===== config.mk =====
export PLATFORM = sky130hd
export DESIGN_NAME = sorted_priority_queue
export DESIGN_NICKNAME = d
export VERILOG_FILES = /design/src/sv/spq_pkg.sv /design/src/sv/sorted_priority_queue.sv /design/src/sv/spq_cell.sv
export SDC_FILE = /design/constraint.sdc
export NUM_CORES = 2
export LEC_CHECK = 0
export ABC_AREA = 1
export BUFFER_PORTS_ARGS = -buffer_cell sky130_fd_sc_hd__buf_4
export CORE_MARGIN = 1
export CORE_UTILIZATION = 50
export CTS_BUF_LIST = sky130_fd_sc_hd__clkbuf_2
export CTS_CLUSTER_DIAMETER = 120
export DETAILED_ROUTE_END_ITERATION = 6
export PLACE_DENSITY = 0.77
export SYNTH_ARGS = -nofsm -noshare
export SYNTH_HDL_FRONTEND = slang
export SYNTH_SLANG_ARGS = --single-unit

===== constraint.sdc =====
create_clock -name clk_i -period 9.4 [get_ports clk_i]
set_clock_uncertainty 0.15 [all_clocks]
set_input_delay 0.94 -clock clk_i [delete_from_list [all_inputs] [get_ports clk_i]]
set_output_delay 0.94 -clock clk_i [all_outputs]
set_load 0.02 [all_outputs]

===== src/sv/spq_pkg.sv =====
// ----------------------------------------------------------------------------
// Sorted priority queue package
// Shared constants, operation codes and types of the sorted priority queue.
// ----------------------------------------------------------------------------
`default_nettype none

package spq_pkg;

  localparam int SPQ_DEPTH        = 16;
  localparam int SPQ_PRIO_BITS    = 16;
  localparam int SPQ_PAYLOAD_BITS = 32;

  localparam logic [1:0] KIND_INSERT = 2'd0;
  localparam logic [1:0] KIND_REMOVE = 2'd1;
  localparam logic [1:0] KIND_CLEAR  = 2'd2;

  localparam logic [1:0] ST_DONE  = 2'd0;
  localparam logic [1:0] ST_FULL  = 2'd1;
  localparam logic [1:0] ST_EMPTY = 2'd2;

  typedef struct packed {
    logic ins;
    logic rem;
  } spq_op_t;

endpackage

`default_nettype wire


===== src/sv/sorted_priority_queue.sv =====
// ----------------------------------------------------------------------------
// Sorted priority queue
// Bounded priority queue kept in a row of cells sorted by descending priority.
// ----------------------------------------------------------------------------
// The queue takes one operation per clock cycle (insert, remove head, clear)
// and returns one result per operation, in the cycle after the input transfer:
// every cell compares its priority with the new one in parallel and shifts
// with its neighbors in the same cycle, so the cell row sets a fixed rate of
// one item per cycle as long as results are taken; the result register holds
// the input back only while a result waits. Equal priorities leave in arrival
// order. An insert into a full queue and a removal from an empty queue leave
// the queue unchanged and are reported in the status field.
`default_nettype none

module sorted_priority_queue
  import spq_pkg::*;
#(
  parameter int DEPTH        = SPQ_DEPTH,
  parameter int PRIO_BITS    = SPQ_PRIO_BITS,
  parameter int PAYLOAD_BITS = SPQ_PAYLOAD_BITS,
  localparam int CNT_W       = $clog2(DEPTH + 1)
) (
  input  wire logic                    clk_i,
  input  wire logic                    rst_ni,
  input  wire logic                    in_valid_i,
  output logic                         in_ready_o,
  input  wire logic [1:0]              kind_i,
  input  wire logic [PRIO_BITS-1:0]    priority_req_i,
  input  wire logic [PAYLOAD_BITS-1:0] payload_i,
  output logic                         out_valid_o,
  input  wire logic                    out_ready_i,
  output logic [PAYLOAD_BITS-1:0]      head_payload_o,
  output logic [PRIO_BITS-1:0]         head_priority_o,
  output logic [CNT_W-1:0]             entry_count_o,
  output logic                         is_empty_o,
  output logic [1:0]                   status_o
);

  localparam logic [CNT_W-1:0] FULL_CNT = CNT_W'(DEPTH);

  logic             out_valid_q, out_valid_d;
  logic [CNT_W-1:0] count_q,     count_d;
  logic [1:0]       status_q,    status_d;
  logic             accept;
  logic             is_full;
  logic             is_zero;
  spq_op_t          op;

  logic [PRIO_BITS-1:0]    cell_prio    [DEPTH];
  logic [PAYLOAD_BITS-1:0] cell_payload [DEPTH];
  logic                    cell_keep    [DEPTH];

  assign in_ready_o = !out_valid_q || out_ready_i;
  assign accept     = in_valid_i && in_ready_o;
  assign is_full    = (count_q == FULL_CNT);
  assign is_zero    = (count_q == '0);

  always_comb begin
    op          = '0;
    count_d     = count_q;
    status_d    = status_q;
    out_valid_d = out_valid_q;
    if (out_ready_i) begin
      out_valid_d = 1'b0;
    end
    if (accept) begin
      out_valid_d = 1'b1;
      status_d    = ST_DONE;
      case (kind_i)
        KIND_INSERT: begin
          if (is_full) begin
            status_d = ST_FULL;
          end else begin
            op.ins  = 1'b1;
            count_d = count_q + 1'b1;
          end
        end
        KIND_REMOVE: begin
          if (is_zero) begin
            status_d = ST_EMPTY;
          end else begin
            op.rem  = 1'b1;
            count_d = count_q - 1'b1;
          end
        end
        KIND_CLEAR: begin
          count_d = '0;
        end
        default: begin
        end
      endcase
    end
  end

  always_ff @(posedge clk_i or negedge rst_ni) begin
    if (!rst_ni) begin
      out_valid_q <= 1'b0;
      count_q     <= '0;
      status_q    <= ST_DONE;
    end else begin
      out_valid_q <= out_valid_d;
      count_q     <= count_d;
      status_q    <= status_d;
    end
  end

  for (genvar i = 0; i < DEPTH; i++) begin : g_cell
    localparam logic [CNT_W-1:0] IDX = CNT_W'(i);

    logic                    left_keep;
    logic [PRIO_BITS-1:0]    left_prio;
    logic [PAYLOAD_BITS-1:0] left_payload;
    logic [PRIO_BITS-1:0]    right_prio;
    logic [PAYLOAD_BITS-1:0] right_payload;

    if (i == 0) begin : g_first
      assign left_keep    = 1'b1;
      assign left_prio    = priority_req_i;
      assign left_payload = payload_i;
    end else begin : g_inner
      assign left_keep    = cell_keep[i-1];
      assign left_prio    = cell_prio[i-1];
      assign left_payload = cell_payload[i-1];
    end

    if (i == DEPTH - 1) begin : g_last
      assign right_prio    = cell_prio[i];
      assign right_payload = cell_payload[i];
    end else begin : g_mid
      assign right_prio    = cell_prio[i+1];
      assign right_payload = cell_payload[i+1];
    end

    spq_cell #(
      .PRIO_BITS    (PRIO_BITS),
      .PAYLOAD_BITS (PAYLOAD_BITS)
    ) u_cell (
      .clk_i           (clk_i),
      .op_i            (op),
      .occupied_i      (count_q > IDX),
      .new_prio_i      (priority_req_i),
      .new_payload_i   (payload_i),
      .left_keep_i     (left_keep),
      .left_prio_i     (left_prio),
      .left_payload_i  (left_payload),
      .right_prio_i    (right_prio),
      .right_payload_i (right_payload),
      .keep_o          (cell_keep[i]),
      .prio_o          (cell_prio[i]),
      .payload_o       (cell_payload[i])
    );
  end

  assign out_valid_o     = out_valid_q;
  assign head_payload_o  = is_zero ? '0 : cell_payload[0];
  assign head_priority_o = is_zero ? '0 : cell_prio[0];
  assign entry_count_o   = count_q;
  assign is_empty_o      = is_zero;
  assign status_o        = status_q;

`ifndef SYNTHESIS
  a_count_bound: assert property (@(posedge clk_i) disable iff (!rst_ni)
    count_q <= FULL_CNT)
    else $error("Entry count exceeds the queue depth.");

  a_insert_grows: assert property (@(posedge clk_i) disable iff (!rst_ni)
    accept && (kind_i == KIND_INSERT) && !is_full |=>
      (count_q == $past(count_q) + 1'b1) && (status_q == ST_DONE))
    else $error("Accepted insert did not add an entry.");

  a_remove_empty: assert property (@(posedge clk_i) disable iff (!rst_ni)
    accept && (kind_i == KIND_REMOVE) && is_zero |=>
      (count_q == '0) && (status_q == ST_EMPTY))
    else $error("Removal from an empty queue was not flagged.");

  a_stall_holds: assert property (@(posedge clk_i) disable iff (!rst_ni)
    out_valid_q && !out_ready_i |=> $stable(count_q) && $stable(status_q))
    else $error("Queue state changed while a result was stalled.");
`endif

endmodule

`default_nettype wire


===== src/sv/spq_cell.sv =====
// ----------------------------------------------------------------------------
// Sorted priority queue cell
// One slot of the sorted row: holds, takes the new entry, or shifts.
// ----------------------------------------------------------------------------
`default_nettype none

module spq_cell
  import spq_pkg::*;
#(
  parameter int PRIO_BITS    = SPQ_PRIO_BITS,
  parameter int PAYLOAD_BITS = SPQ_PAYLOAD_BITS
) (
  input  wire logic                    clk_i,
  input  wire spq_op_t                 op_i,
  input  wire logic                    occupied_i,
  input  wire logic [PRIO_BITS-1:0]    new_prio_i,
  input  wire logic [PAYLOAD_BITS-1:0] new_payload_i,
  input  wire logic                    left_keep_i,
  input  wire logic [PRIO_BITS-1:0]    left_prio_i,
  input  wire logic [PAYLOAD_BITS-1:0] left_payload_i,
  input  wire logic [PRIO_BITS-1:0]    right_prio_i,
  input  wire logic [PAYLOAD_BITS-1:0] right_payload_i,
  output logic                         keep_o,
  output logic [PRIO_BITS-1:0]         prio_o,
  output logic [PAYLOAD_BITS-1:0]      payload_o
);

  logic [PRIO_BITS-1:0]    prio_q,    prio_d;
  logic [PAYLOAD_BITS-1:0] payload_q, payload_d;

  assign keep_o = occupied_i && (prio_q >= new_prio_i);

  always_comb begin
    prio_d    = prio_q;
    payload_d = payload_q;
    if (op_i.ins && !keep_o) begin
      if (left_keep_i) begin
        prio_d    = new_prio_i;
        payload_d = new_payload_i;
      end else begin
        prio_d    = left_prio_i;
        payload_d = left_payload_i;
      end
    end else if (op_i.rem) begin
      prio_d    = right_prio_i;
      payload_d = right_payload_i;
    end
  end

  always_ff @(posedge clk_i) begin
    prio_q    <= prio_d;
    payload_q <= payload_d;
  end

  assign prio_o    = prio_q;
  assign payload_o = payload_q;

endmodule

`default_nettype wire


---- Word-level counts from Yosys, hierarchy flattened ----
Cells that the tools add are included.
W data, S select, Z words.
storage, ports and cells
  register bits ........................... 776
  input port bits ......................... 54
  output and inout bits ................... 58
  word-level logic and storage cells ...... 250
cells by class
  $add $sub $neg .......................... 2
  magnitude comparators ................... 32
  equal/unequal tests ..................... 5
  multiplexer cells ....................... 105
  reductions and logical operators ........ 71
operator list
  cell                   number
  $mux W32               46
  $mux W16               46
  $ge A16 B16 Y1         16
  $gt A5 B4 Y1 const B   8
  $logic_and A1 B1 Y1    33
  $reduce_bool A2 Y1     16
  $gt A5 B3 Y1 const B   4
  $logic_not A1 Y1       17
  $pmux W5 S3            1
  $gt A5 B1 Y1 const B   2
  $gt A5 B2 Y1 const B   2
  $mux W5                2
  $mux W1                7
  $add A5 B1 Y5 const B  1
  $eq A5 B5 Y1 const B   1
  $logic_not A5 Y1       1
  $sub A5 B1 Y5 const B  1
  $mux W2                2
  $ne A2 B2 Y1 const B   2
  $pmux W2 S2            1
  $reduce_and A4 Y1      1
  $reduce_bool A3 Y1     1
  $eq A2 B1 Y1 const B   1
  $eq A2 B2 Y1 const B   1
  2 further kinds        2

---- Logic depth before layout (Yosys ltp) ----
  depth after elaboration ................. 6
  gate-level depth with buffers ........... 17
  mapped depth without buffers ............ 15

---- Hierarchy ----
A second synthesis with hierarchy kept.
second synthesis, totals
  cell total of the unflattened synthesis .. 5844
  area total of the unflattened synthesis .. 50942.6 um^2
modules (own cells, without submodules)
  module                           instances  cells each  area an instance (um^2)  seq. area each (um^2)
  spq_cell (g_cell[0].u_cell ...)  11         351         3109.2                   1441.4
  spq_cell (g_cell[5].u_cell ...)  5          351         3108.0                   1441.4
  sorted_priority_queue            1          228         1201.2                   200.2

---- Worst setup path before layout ----
No wires, ideal clock.
  path kind ............................... in2reg
  from .................................... in priority_req_i[7]
  to ...................................... reg g_cell[15].u_cell.payload_q[0] (enable)
  library setup time ...................... 0.470 ns
  arrival ................................. 4.443 ns
  required time ........................... 8.780 ns
  slack ................................... 4.337 ns
  stages on the path ...................... 8
  path buffers ............................ 0
  cell sequence ........................... inv_1 > ha_1 > a21oi_1 > o21ai_0 > o21bai_1 > nand2_1 > nand3_1 > a21oi_1
between the ends
  longest elaborated chain between the ends .. 4
RTL lines
  what                    RTL line                     text
  start: declaration      sorted_priority_queue.sv:28  input wire logic [PRIO_BITS-1:0] priority_req_i,
  $ge A16 B16 Y1          spq_cell.sv:31               assign keep_o = occupied_i && (prio_q >= new_prio_i);
  $logic_and A1 B1 Y1     spq_cell.sv:31
  $logic_not A1 Y1        spq_cell.sv:36               if (op_i.ins && !keep_o) begin
  $logic_and A1 B1 Y1     spq_cell.sv:36
  end signal: assignment  spq_cell.sv:52               payload_q <= payload_d;
  end: declaration        spq_cell.sv:29               logic [PAYLOAD_BITS-1:0] payload_q, payload_d;
Every way passes these cells.
A chain may end at the register's enable or synchronous reset.

---- Final worst setup path ----
  from .................................... reg count_q[0], in the netlist entry_count_o[0]
  to ...................................... out head_payload_o[12]
between the ends
  longest elaborated chain between the ends .. 2
RTL lines
  what                      RTL line                      text
  start: declaration        sorted_priority_queue.sv:42   logic [CNT_W-1:0] count_q, count_d;
  start signal: assignment  sorted_priority_queue.sv:102  count_q <= count_d;
  $logic_not A5 Y1          sorted_priority_queue.sv:56   assign is_zero = (count_q == '0);
  $mux W32                  sorted_priority_queue.sv:155  assign head_payload_o = is_zero ? '0 : cell_payload[0];
  end: declaration          sorted_priority_queue.sv:32   output logic [PAYLOAD_BITS-1:0] head_payload_o,
Every way passes these cells.

==> flow_summary.yaml <==
outcome:
  status: "finished, final reports clean"
routing:
  drt_iter0_markers: 6518
  wl_per_cell_um: 22.69
  drc: 0
  routed_wl_um: 183900
  postRouteAntennaNets: 0
  vias_per_cell: 5.925
  dr_total_vias: 48020
  drt_pass1_iterations: 7
clocking:
  cts_made_buffers: 210
  cts_tree: "yes"
  cts_max_path_buffers: 3
  hold_buffers: 60
  cts-htree-levels: 4
  cts_resized: 0
  insertion_delay_ps: 1730
  cts.clk_slew.worst_paths_ps: 110
  cts_sinks: 776
  cts_setup_buffers: 0
  cts_root_buffer: "clkbuf_2"
final_layout:
  multi_input_area_um2: 23250
  synthToLayoutAreaGrowth_pct: 8.687
  nFillCells: 9088
  layout.nets: 6968
  layout-drive-gt1-share: 0.09396
  ff_latch_area_um2: 23260
power:
  clkPwrFrac: 0.185
  peakVddDrop_v: 0.0004274
  power.leakage_nw: 26.71
  p_sw_frac: 0.4922
  combPwrFrac: 0.464
  powerDensity_nw_per_um2: 259.0
  power_switching_mw: 6.820
  seqPwrFrac: 0.351
  p_int_mw: 7.037
yosys:
  async_flop_share: 0.01031
  synth_fp_nets: 6909
  synth.distinct_cells: 36
  synth_area_um2: 49230
  yosysWarnings: 0
  synth_flop_cell: "edfxtp_1"
  synth-seq-cells: 776
  ys_seq_area_frac: 0.4725
  synth_edf_count: 768
  syn_avg_cell_area_um2: 7.468
  synth_cells: 6592
worst_setup_path:
  crit_buf_inv: 5
  cp-endpoint: "head_payload_o[12]"
  arrival_ps: 4700
  setup.worst_path.start_class: "register"
  r2r-end: "g_cell[13].u_cell.prio_o[5]$_DFFE_PP_"
  path_depth: 9
  path_cells: "inv_1 > ha_1 > nand2_1 > nor2_2 > inv_4 > buf_4 > nand2_1 > inv_1 > buf_4"
  cp-end-kind: "output pin"
  crit_path_start: "entry_count_o[0]$_DFFE_PN0P_"
  r2r_setup_slack_ps: 4480
  critical_path.slowest_cell: "buf_4"
  worstReg2RegStart: "entry_count_o[3]$_DFFE_PN0P_"
  path_max_fanout: 54
  crit_type: "reg2out"
  crit_required_ps: 8310
  r2r.worst_path.cells: 12
  crit_family: "buffers and inverters"
  slowest_delay_ps: 790
floorplanning:
  die_area_um2: 99720
  rows: 114
  core_area_um2: 97140
  ios: 112
  die_width_um: 315.8
  die_h_um: 315.8
  initial_core_util: 0.5068
sta:
  fin_crit_ps: 5788
  fmax_mhz: 172.8
  tns_ps: 0
  fin_ws_ps: 3612
  hold_viol_final: 0
  rsz0062_at_grt: "false"
  slew_headroom: 0.05418
  drv_slew: 0
  setup_viol: 0
  tightest_slew_ps: 1414
  whs_ps: 189.5
  period_share: 0.6157
global_route:
  grt_first_pass_wirelength_um: 273900
  grt_util_all_layers: 0.3650
  grt_antenna_before_repair: 6
  grt_max_degree: 81
  first_global_vias: 46040
  grt_remaining_overflow: 0
flow_run:
  max_cap_violations: 0
placed_design:
  hpwl_um: 112900
  numPortBuffers: 111
  dp_slack_ps: 3882
  gp_congestion: 0.9616
hold_path:
  hold_path_class: "in2reg"
routing by layer:
| metal | GRT usage | share of wire | up-vias |
|---|---|---|---|
| li1 | - | - | 21640 |
| met1 | 0.4589 | 0.36 | 22000 |
| met2 | 0.5678 | 0.44 | 3647 |
| met3 | 0.1030 | 0.14 | 739 |
| met4 | 0.2011 | 0.054 | 0 |
| met5 | 0 | 0 | - |
state kept, by name, indices dropped and copies added, names as in the netlist:
register	count
out_valid_o	1
g_cell.u_cell.payload_o	512
status_o	2
g_cell.u_cell.prio_o	256
entry_count_o	5
through the flow:
stage	instances	instance area, um^2	power [mW]	utilization
floorplan	6592	49230	8.626	-
finish	8106	53510	13.86	0.5509
CTS	8098	53490	13.54	0.5507
global placement	7655	50960	10.89	0.5246
global route	8106	53510	14.44	0.5509
detailed placement	7655	50970	11.02	0.5247
layout by cell type (no fill, tap or decap), types with 5 or more instances in the layout:
| cell type | count |
|---|---|
| a21boi_0 | 11 |
| a21oi_1 | 107 |
| a21oi_4 | 8 |
| buf_4 | 212 |
| clkbuf_2 | 311 |
| clkinv_1 | 53 |
| clkinv_2 | 5 |
| dfrtp_1 | 8 |
| diode_2 | 8 |
| dlygate4sd3_1 | 60 |
| edfxtp_1 | 768 |
| ha_1 | 263 |
| inv_1 | 304 |
| inv_2 | 20 |
| inv_6 | 7 |
| nand2_1 | 3543 |
| nand2_2 | 48 |
| nand2_4 | 9 |
| nand3_1 | 806 |
| nand4_1 | 20 |
| nor2_1 | 66 |
| nor3_1 | 6 |
| o21a_1 | 6 |
| o21ai_0 | 115 |
| o21ai_1 | 13 |
| o21bai_1 | 21 |
cells by family after synthesis:
group / synth area share
DFF: 0.4725
AOI/OAI and AO/OA: 0.03296
and+or+nand+nor: 0.3661
xor gates and xnor gates: 0.0003559
adders and majority gates: 0.06684
buffers and inverters: 0.06127
synthesized netlist by cell type, types with 11 or more instances:
library cell	number	area (um^2)
a21boi_0	11	82.58
a21oi_1	112	560.5
buf_1	27	101.4
buf_2	120	600.6
buf_4	11	82.58
clkbuf_1	269	1010
edfxtp_1	768	23060
ha_1	263	3291
inv_1	305	1145
inv_2	19	71.32
nand2_1	3597	13500
nand3_1	806	4034
nand4_1	20	125.1
nor2_1	66	247.7
o21ai_0	115	575.6
o21ai_1	14	70.07
o21bai_1	21	157.7
power groups by stage:
stage / registers (mW) / clock network (mW) / logic, mW
after floorplan: 4.83 / 0 / 3.80
after global placement: 4.92 / 0 / 5.97
after detailed placement: 4.93 / 0 / 6.09
after CTS: 4.86 / 2.56 / 6.12
after global routing: 4.91 / 2.75 / 6.78
final: 4.87 / 2.56 / 6.43
worst min-delay path by stage:
stage	cells past startpoint	start	slack (ps)	to
finish	6	payload_i[20]	190	g_cell[11].u_cell.payload_o[20]$_DFFE_PP_
global route	6	payload_i[19]	160	g_cell[13].u_cell.payload_o[19]$_DFFE_PP_
CTS	6	payload_i[20]	100	g_cell[11].u_cell.payload_o[20]$_DFFE_PP_
detailed placement	2	status_o[0]$_DFFE_PN0P_	340	status_o[0]$_DFFE_PN0P_
global placement	1	status_o[1]$_DFFE_PN0P_	330	status_o[1]$_DFFE_PN0P_
floorplan	2	g_cell[15].u_cell.payload_o[0]$_DFFE_PP_	340	g_cell[14].u_cell.payload_o[0]$_DFFE_PP_
cell type report:
cell class	instances	area share
well taps	1276	0.02984
clock buffers	311	0.02909
flip-flops and latches	776	0.4347
inverters	325	0.02289
diodes	8	0.0003741
clock inverters	72	0.006851
multi-input cells	5064	0.4345
repair buffers	274	0.04172
worst min-delay path: cells and delay by family:
| family | cells | cell delay, ps |
|---|---|---|
| and+or+nand+nor | 4 | 250 |
| buffers and inverters | 2 | 720 |
(Power assumes the default switching activity.)
